<file path="config.mk">
export PLATFORM = sky130hd
export DESIGN_NAME = softmax_vector_unit
export DESIGN_NICKNAME = d
export VERILOG_FILES = /design/src/sv/smx_pkg.sv /design/src/sv/smx_ram.sv /design/src/sv/smx_ctrl.sv /design/src/sv/smx_datapath.sv /design/src/sv/softmax_vector_unit.sv
export SDC_FILE = /design/constraint.sdc
export NUM_CORES = 2
export LEC_CHECK = 0
export BUFFER_PORTS_ARGS = -buffer_cell sky130_fd_sc_hd__clkbuf_2
export CORE_ASPECT_RATIO = 0.5
export CORE_UTILIZATION = 48
export CTS_BUF_LIST = sky130_fd_sc_hd__clkbuf_8 sky130_fd_sc_hd__clkbuf_16
export CTS_CLUSTER_DIAMETER = 200
export CTS_CLUSTER_SIZE = 25
export DETAILED_ROUTE_END_ITERATION = 6
export PLACE_DENSITY_LB_ADDON = 0.25
export REMOVE_ABC_BUFFERS = 1
export SLEW_MARGIN = 20
export SYNTH_ARGS = -nofsm -noshare
export SYNTH_HDL_FRONTEND = slang
export SYNTH_HIERARCHICAL = 1
export SYNTH_SLANG_ARGS = --single-unit
</file>
<file path="constraint.sdc">
create_clock -name clk -period 11.35 [get_ports clk]
set_clock_uncertainty 0.1 [all_clocks]
set_input_delay 0 -clock clk [delete_from_list [all_inputs] [get_ports clk]]
set_output_delay 0 -clock clk [all_outputs]
set_load 0.03 [all_outputs]
</file>
<file path="src/sv/smx_pkg.sv">
// smx_pkg: shared types, constants and the 2^-f table for the softmax unit
// no dependencies
`timescale 1ns / 1ps
package smx_pkg;

  localparam logic [15:0] LOG2E_Q15 = 16'd47274;
  localparam logic signed [15:0] MAX_RESET = 16'sh8000;

  typedef struct packed {
    logic store;
    logic ld_t;
    logic ld_prod;
    logic ld_e;
    logic acc;
    logic clr_sum;
    logic div_init;
    logic div_step;
    logic k_inc;
    logic k_clr;
    logic clr_vec;
  } smx_cmd_t;

  typedef struct packed {
    logic k_last;
    logic div_done;
    logic full;
  } smx_status_t;

  function automatic logic [16:0] pow2_frac(input logic [4:0] i);
    logic [16:0] v;
    case (i)
      5'd0: v = 17'd65536;
      5'd1: v = 17'd62757;
      5'd2: v = 17'd60097;
      5'd3: v = 17'd57549;
      5'd4: v = 17'd55109;
      5'd5: v = 17'd52773;
      5'd6: v = 17'd50535;
      5'd7: v = 17'd48393;
      5'd8: v = 17'd46341;
      5'd9: v = 17'd44376;
      5'd10: v = 17'd42495;
      5'd11: v = 17'd40693;
      5'd12: v = 17'd38968;
      5'd13: v = 17'd37316;
      5'd14: v = 17'd35734;
      5'd15: v = 17'd34219;
      default: v = 17'd32768;
    endcase
    return v;
  endfunction

endpackage

</file>
<file path="src/sv/smx_ram.sv">
// smx_ram: generic single write port ram with registered read
// no dependencies
`timescale 1ns / 1ps
module smx_ram #(
  parameter int WIDTH = 16,
  parameter int DEPTH = 64
) (
  input  logic                     clk,
  input  logic                     we,
  input  logic [$clog2(DEPTH)-1:0] waddr,
  input  logic [WIDTH-1:0]         wdata,
  input  logic [$clog2(DEPTH)-1:0] raddr,
  output logic [WIDTH-1:0]         rdata
);

  logic [WIDTH-1:0] mem [DEPTH];

  always_ff @(posedge clk) begin
    if (we) begin
      mem[waddr] <= wdata;
    end
    rdata <= mem[raddr];
  end

endmodule

</file>
<file path="src/sv/smx_ctrl.sv">
// smx_ctrl: sequencer for store, exp sum pass and divide pass
// depends on smx_pkg
`timescale 1ns / 1ps
module smx_ctrl (
  input  logic                clk,
  input  logic                rst,
  input  logic                start,
  input  logic                last_element,
  input  smx_pkg::smx_status_t status,
  output smx_pkg::smx_cmd_t   cmd,
  output logic                busy,
  output logic                strobe
);
  import smx_pkg::*;

  localparam logic [3:0] S_IDLE  = 4'd0;
  localparam logic [3:0] S_RD    = 4'd1;
  localparam logic [3:0] S_MUL   = 4'd2;
  localparam logic [3:0] S_INT   = 4'd3;
  localparam logic [3:0] S_EXP   = 4'd4;
  localparam logic [3:0] S_ACC   = 4'd5;
  localparam logic [3:0] S_DINIT = 4'd6;
  localparam logic [3:0] S_DIV   = 4'd7;
  localparam logic [3:0] S_OUT   = 4'd8;

  logic [3:0] state, state_next;
  logic       pass2, pass2_next;

  always_ff @(posedge clk) begin
    if (rst) begin
      state <= S_IDLE;
      pass2 <= 1'b0;
    end else begin
      state <= state_next;
      pass2 <= pass2_next;
    end
  end

  always_comb begin
    cmd = '0;
    state_next = state;
    pass2_next = pass2;
    case (state)
      S_IDLE: begin
        if (start) begin
          cmd.store = ~status.full;
          if (last_element) begin
            cmd.clr_sum = 1'b1;
            cmd.k_clr = 1'b1;
            pass2_next = 1'b0;
            state_next = S_RD;
          end
        end
      end
      S_RD: state_next = S_MUL;
      S_MUL: begin
        cmd.ld_t = 1'b1;
        state_next = S_INT;
      end
      S_INT: begin
        cmd.ld_prod = 1'b1;
        state_next = S_EXP;
      end
      S_EXP: begin
        cmd.ld_e = 1'b1;
        state_next = pass2 ? S_DINIT : S_ACC;
      end
      S_ACC: begin
        cmd.acc = 1'b1;
        if (status.k_last) begin
          cmd.k_clr = 1'b1;
          pass2_next = 1'b1;
        end else begin
          cmd.k_inc = 1'b1;
        end
        state_next = S_RD;
      end
      S_DINIT: begin
        cmd.div_init = 1'b1;
        state_next = S_DIV;
      end
      S_DIV: begin
        cmd.div_step = 1'b1;
        if (status.div_done) begin
          state_next = S_OUT;
        end
      end
      S_OUT: begin
        if (status.k_last) begin
          cmd.clr_vec = 1'b1;
          state_next = S_IDLE;
        end else begin
          cmd.k_inc = 1'b1;
          state_next = S_RD;
        end
      end
      default: state_next = S_IDLE;
    endcase
  end

  assign busy = (state != S_IDLE);
  assign strobe = (state == S_OUT);

endmodule

</file>
<file path="src/sv/smx_datapath.sv">
// smx_datapath: element store, running max, fixed-point exp, sum and divider
// depends on smx_pkg and smx_ram
`timescale 1ns / 1ps
module smx_datapath #(
  parameter int MAX_LEN = 64
) (
  input  logic                 clk,
  input  logic                 rst,
  input  logic signed [15:0]   logit,
  input  smx_pkg::smx_cmd_t    cmd,
  output smx_pkg::smx_status_t status,
  output logic [15:0]          probability,
  output logic                 last_result
);
  import smx_pkg::*;

  localparam int AW = (MAX_LEN > 1) ? $clog2(MAX_LEN) : 1;
  localparam int CW = $clog2(MAX_LEN + 1);
  localparam logic [CW-1:0] LEN_C = CW'(MAX_LEN);

  logic [CW-1:0]      count;
  logic signed [15:0] running_max;
  logic [AW-1:0]      k;
  logic [22:0]        exp_sum;
  logic [31:0]        t;
  logic [16:0]        hi;
  logic [8:0]         n;
  logic [30:0]        prod;
  logic [16:0]        e;
  logic [22:0]        rem;
  logic [32:0]        num;
  logic [32:0]        q;
  logic [5:0]         dcnt;
  logic [15:0]        rdata;

  logic [15:0] diff;
  logic [16:0] lo;
  logic [16:0] hi_c;
  logic [16:0] m;
  logic [23:0] rem_sh;
  logic        qbit;

  smx_ram #(.WIDTH(16), .DEPTH(MAX_LEN)) u_store (
    .clk   (clk),
    .we    (cmd.store),
    .waddr (count[AW-1:0]),
    .wdata (logit),
    .raddr (k),
    .rdata (rdata)
  );

  assign diff = 16'(running_max - $signed(rdata));
  assign hi_c = pow2_frac({1'b0, t[22:19]});
  assign lo = pow2_frac(5'({1'b0, t[22:19]}) + 5'd1);
  assign m = hi - {5'd0, prod[30:19]};
  assign rem_sh = {rem, num[32]};
  assign qbit = (rem_sh >= {1'b0, exp_sum});

  always_ff @(posedge clk) begin
    if (rst) begin
      count <= '0;
      running_max <= MAX_RESET;
      exp_sum <= '0;
      k <= '0;
      dcnt <= '0;
    end else begin
      if (cmd.store) begin
        count <= count + CW'(1);
        if (logit > running_max) begin
          running_max <= logit;
        end
      end
      if (cmd.clr_vec) begin
        count <= '0;
        running_max <= MAX_RESET;
        exp_sum <= '0;
      end
      if (cmd.clr_sum) begin
        exp_sum <= '0;
      end
      if (cmd.acc) begin
        exp_sum <= exp_sum + {6'd0, e};
      end
      if (cmd.k_clr) begin
        k <= '0;
      end else if (cmd.k_inc) begin
        k <= k + AW'(1);
      end
      if (cmd.div_init) begin
        dcnt <= '0;
      end else if (cmd.div_step) begin
        dcnt <= dcnt + 6'd1;
      end
    end
  end

  always_ff @(posedge clk) begin
    if (cmd.ld_t) begin
      t <= 32'(diff) * 32'(LOG2E_Q15);
    end
    if (cmd.ld_prod) begin
      hi <= hi_c;
      n <= t[31:23];
      prod <= 31'(12'(hi_c - lo)) * 31'(t[18:0]);
    end
    if (cmd.ld_e) begin
      e <= (n >= 9'd17) ? 17'd0 : (m >> n);
    end
    if (cmd.div_init) begin
      num <= {e, 16'd0} + {11'd0, exp_sum[22:1]};
      rem <= '0;
      q <= '0;
    end else if (cmd.div_step) begin
      rem <= qbit ? 23'(rem_sh - {1'b0, exp_sum}) : rem_sh[22:0];
      num <= {num[31:0], 1'b0};
      q <= {q[31:0], qbit};
    end
  end

  assign status.k_last = ({{(CW-AW){1'b0}}, k} == count - CW'(1));
  assign status.div_done = (dcnt == 6'd32);
  assign status.full = (count >= LEN_C);

  assign probability = (|q[32:16]) ? 16'hFFFF : q[15:0];
  assign last_result = status.k_last;

endmodule

</file>
<file path="src/sv/softmax_vector_unit.sv">
// softmax_vector_unit: top level, controller plus datapath
// depends on smx_pkg, smx_ctrl and smx_datapath
`timescale 1ns / 1ps
// Logits arrive one per transaction and each takes a single cycle; busy stays
// low while a vector is being loaded. The transaction that carries
// last_element starts the computation: a sum pass over the stored elements
// (ram read, two multiplies, shift, accumulate for each), then for each element
// an exp recompute, a one-bit-per-cycle 33 step divider and an output state
// that shows the probability with strobe high. A vector keeps busy high
// through both passes. The receiver cannot stall, so every strobe must be
// taken. Elements beyond MAX_LEN are dropped.
module softmax_vector_unit #(
  parameter int MAX_LEN = 64
) (
  input  logic               clk,
  input  logic               rst,
  input  logic               start,
  output logic               busy,
  input  logic signed [15:0] logit,
  input  logic               last_element,
  output logic               strobe,
  output logic [15:0]        probability,
  output logic               last_result
);
  import smx_pkg::*;

  smx_cmd_t    cmd;
  smx_status_t status;

  smx_ctrl u_ctrl (
    .clk          (clk),
    .rst          (rst),
    .start        (start),
    .last_element (last_element),
    .status       (status),
    .cmd          (cmd),
    .busy         (busy),
    .strobe       (strobe)
  );

  smx_datapath #(.MAX_LEN(MAX_LEN)) u_dp (
    .clk         (clk),
    .rst         (rst),
    .logit       (logit),
    .cmd         (cmd),
    .status      (status),
    .probability (probability),
    .last_result (last_result)
  );

endmodule

</file>
==> results.toml <==
[detailed_routing]
wl_per_cell_um = 23.1
firstDrtPassIters = 6
ant_nets = 0
drtIter0Drc = 3714
viasPerCell = 5.83
routed-via-count = 38700
drcViolationCount = 0
routed_wl_um = 153000

[timing]
final.setup.worst_slack_ns = 1.53
setup_viol = 0
slew-limit-headroom_pct = 23.3
rsz0062_at_grt = "no"
layout_worst_path_cycle_share_pct = 86.5
max_freq_mhz = 102
min_period_ns = 9.82
finalHoldViolCount = 0
slew_violations = 0
worst_slew_pin_slew_ns = 1.15

[layout]
multiInputGateArea_um2 = 26800
fin_cells = 6638
final_cell_mix = "edfxtp_1 (1,143), inv_1 (421), ha_1 (318)"
syn_to_final_growth_pct = 6.33
nFillCells = 11400
layout.nets = 5298
seqCellArea_um2 = 37400
final_common_cell = "edfxtp_1"
drive_gt1_share_pct = 11.7

[clock_tree]
cts_resized = 0
htreeDepth = 2
cts_buffers = 57
cts_buffer_depth = 3
insertion_delay_ns = 0.71
cts.sinks = 1295
cts_tree = "built"
cts_root_buf = "clkbuf_16"
clkSlewWorstSetupHoldPaths_ns = 0.11

[worst_setup_path]
crit_required_ns = 11.69
reg2reg_to = "u_dp/prod[30]"
worstPathMaxFanout = 18
reg2reg_depth = 34
end_kind = "flop"
criticalPathCategory = "flop to flop"
startpoint_type = "flop"
reg2reg_from = "u_dp/t[19]"
worstPathArrival_ns = 10.16
r2r_slack_ns = 1.53
cp_common_cell = "fa_1"
slowest_stage = "edfxtp_1"
slowest_delay_ns = 0.61

[placed_design]
gp_congestion = 0.900
post-dp-hpwl_um = 101000
port_buffers = 38
dpl.cell_count = 6507
pre_cts_ws_ns = 1.58

[floorplanning]
die_area_um2 = 140000
fp-row-count = 96
start_util_pct = 48.5
core_um2 = 137000
ios = 39
die_y_um = 266
fp.dieW_um = 529

[synthesis]
async_flop_share_pct = 0
yosysWarnings = 6
postSynthCellCount = 4714
yosysSeqAreaShare_pct = 56.1
avgSynthCellArea_um2 = 14.1
synth_ff_type = "edfxtp_1"
synth_area_um2 = 66700
ys_ff_latch = 1295
synth_edf_count = 1143
ys_types = 98

[hold_path]
hold_path_startpoint = "logit[7]"
holdCritPathClass = "input port to flop"
holdPathEnd = "u_dp/u_store/mem[0][7]"
min_path_cells = 2

[global_route]
grt_usage_pct = 21.8
grt_max_degree = 125
antenna_found_initial = 4
globalRouteOverflowTotal = 0
grt_pass1_wl_um = 235000
grt_pass1_vias = 38500

[job]
maxCapViolCount = 0

[run_status]
outcome = "completed"
[worst max-delay path by stage]
stage / start / endpoint / slack, ns / depth (start not counted)
after floorplan: u_dp/k[0] / u_dp/k[5] / -1.22 / 8
after global placement: u_dp/t[19] / u_dp/prod[30] / 1.75 / 34
after detailed placement: u_dp/t[19] / u_dp/prod[30] / 1.58 / 29
after CTS: u_dp/t[19] / u_dp/prod[30] / 1.49 / 34
after global routing: u_dp/t[19] / u_dp/prod[30] / 0.79 / 34
final: u_dp/t[19] / u_dp/prod[30] / 1.53 / 34
[metal layers]
| layer | part of all wire, % | wire, um | GRT usage [%] |
|---|---|---|---|
| met2 | 46 | 71200 | 34.7 |
| met1 | 45 | 68500 | 31.9 |
| met5 | 0.037 | 57 | 0 |
| met3 | 6.3 | 9660 | 3.01 |
| met4 | 2.4 | 3730 | 5.26 |
[logic make-up (layout without fill, tap and decap cells)]
| logic type | count (synthesis) | count (layout) | synth area share, % |
|---|---|---|---|
| AOI/OAI and AO/OA | 643 | 643 | 6.58 |
| xor gates and xnor gates | 130 | 130 | 1.71 |
| adders and majority gates | 553 | 553 | 13.0 |
| buffers and inverters | 589 | 648 | 3.91 |
| DFF | 1295 | 1295 | 56.1 |
| muxes | 434 | 434 | 10.9 |
| other | 0 | 3 | 0 |
| and+or+nand+nor | 1070 | 1070 | 7.81 |
[Yosys cell counts, types with 24 or more instances]
master,number,area [um^2]
nand2_1,285,1070
nor2_1,291,1090
edfxtp_1,1143,34300
nor3_1,56,280
and2_1,75,469
nand3_1,85,425
xor2_1,58,508
or3_1,28,175
nand4_1,34,213
a21o_1,48,360
xnor2_1,72,631
mux4_2,223,5020
buf_2,47,235
nand2b_1,54,338
clkbuf_1,107,402
nor2b_1,68,425
a31oi_1,24,150
mux2_2,60,676
a211oi_1,41,308
a21oi_1,157,786
a22oi_1,52,390
inv_1,375,1410
o21a_1,30,225
mux2i_1,147,1470
o21ai_0,111,556
fa_1,235,4700
ha_1,318,3980
dfxtp_1,152,3040
[area by class of cell]
class	count	share of cell area [%]
sequential	1295	52.7
antenna	3	0.0106
clock inverter	49	0.325
clock buffer	58	2.05
multi-input combinational	2830	37.8
timing repair buffer	164	1.75
tap	1862	3.29
inverter	377	2.00
[worst max-delay path, delay by kind of cell, from the launching register on]
family / cells / cell delay [ns]
AO/OA/AOI/OAI: 15 / 3.33
adder cells (fa/ha/maj): 10 / 4.30
buffers and inverters: 3 / 0.38
flip-flops: 1 / 0.61
multiplexers: 2 / 0.46
AND/OR/NAND/NOR: 4 / 0.37
[repair_timing]
item                      CTS  global route
hold buffers               21             0
hold endpoints to repair  682             0
setup buffers               0             0
[through the flow]
| step | hold slack, ns | area [um^2] | utilization (%) | setup TNS [ns] |
|---|---|---|---|---|
| CTS | 0.0304 | 70900 | 51.6 | 0 |
| detailed placement | 0.294 | 69000 | 50.2 | 0 |
| global placement | 0.291 | 69000 | 50.2 | 0 |
| finish | 0.0459 | 70900 | 51.6 | 0 |
| global route | 0.0417 | 70900 | 51.6 | 0 |
| floorplan | -0.0309 | 65500 | - | -77.35 |
[flip-flops by register name (all words and copies together), names as in the netlist]
name,flops
u_dp/prod,12
u_dp/n,9
u_dp/u_store/rdata,16
u_dp/exp_sum,23
u_ctrl/state,4
u_ctrl/pass2,1
u_dp/count,7
u_dp/hi_c,17
u_dp/e,17
u_dp/q,33
u_dp/k,6
u_dp/hi,17
u_dp/dcnt,6
u_dp/u_store/mem,1024
u_dp/running_max,16
u_dp/rem,23
u_dp/num,33
u_dp/t,31
Power is not shown: default switching activity piles up to over one toggle a cycle in this logic, so the estimate is an artifact.
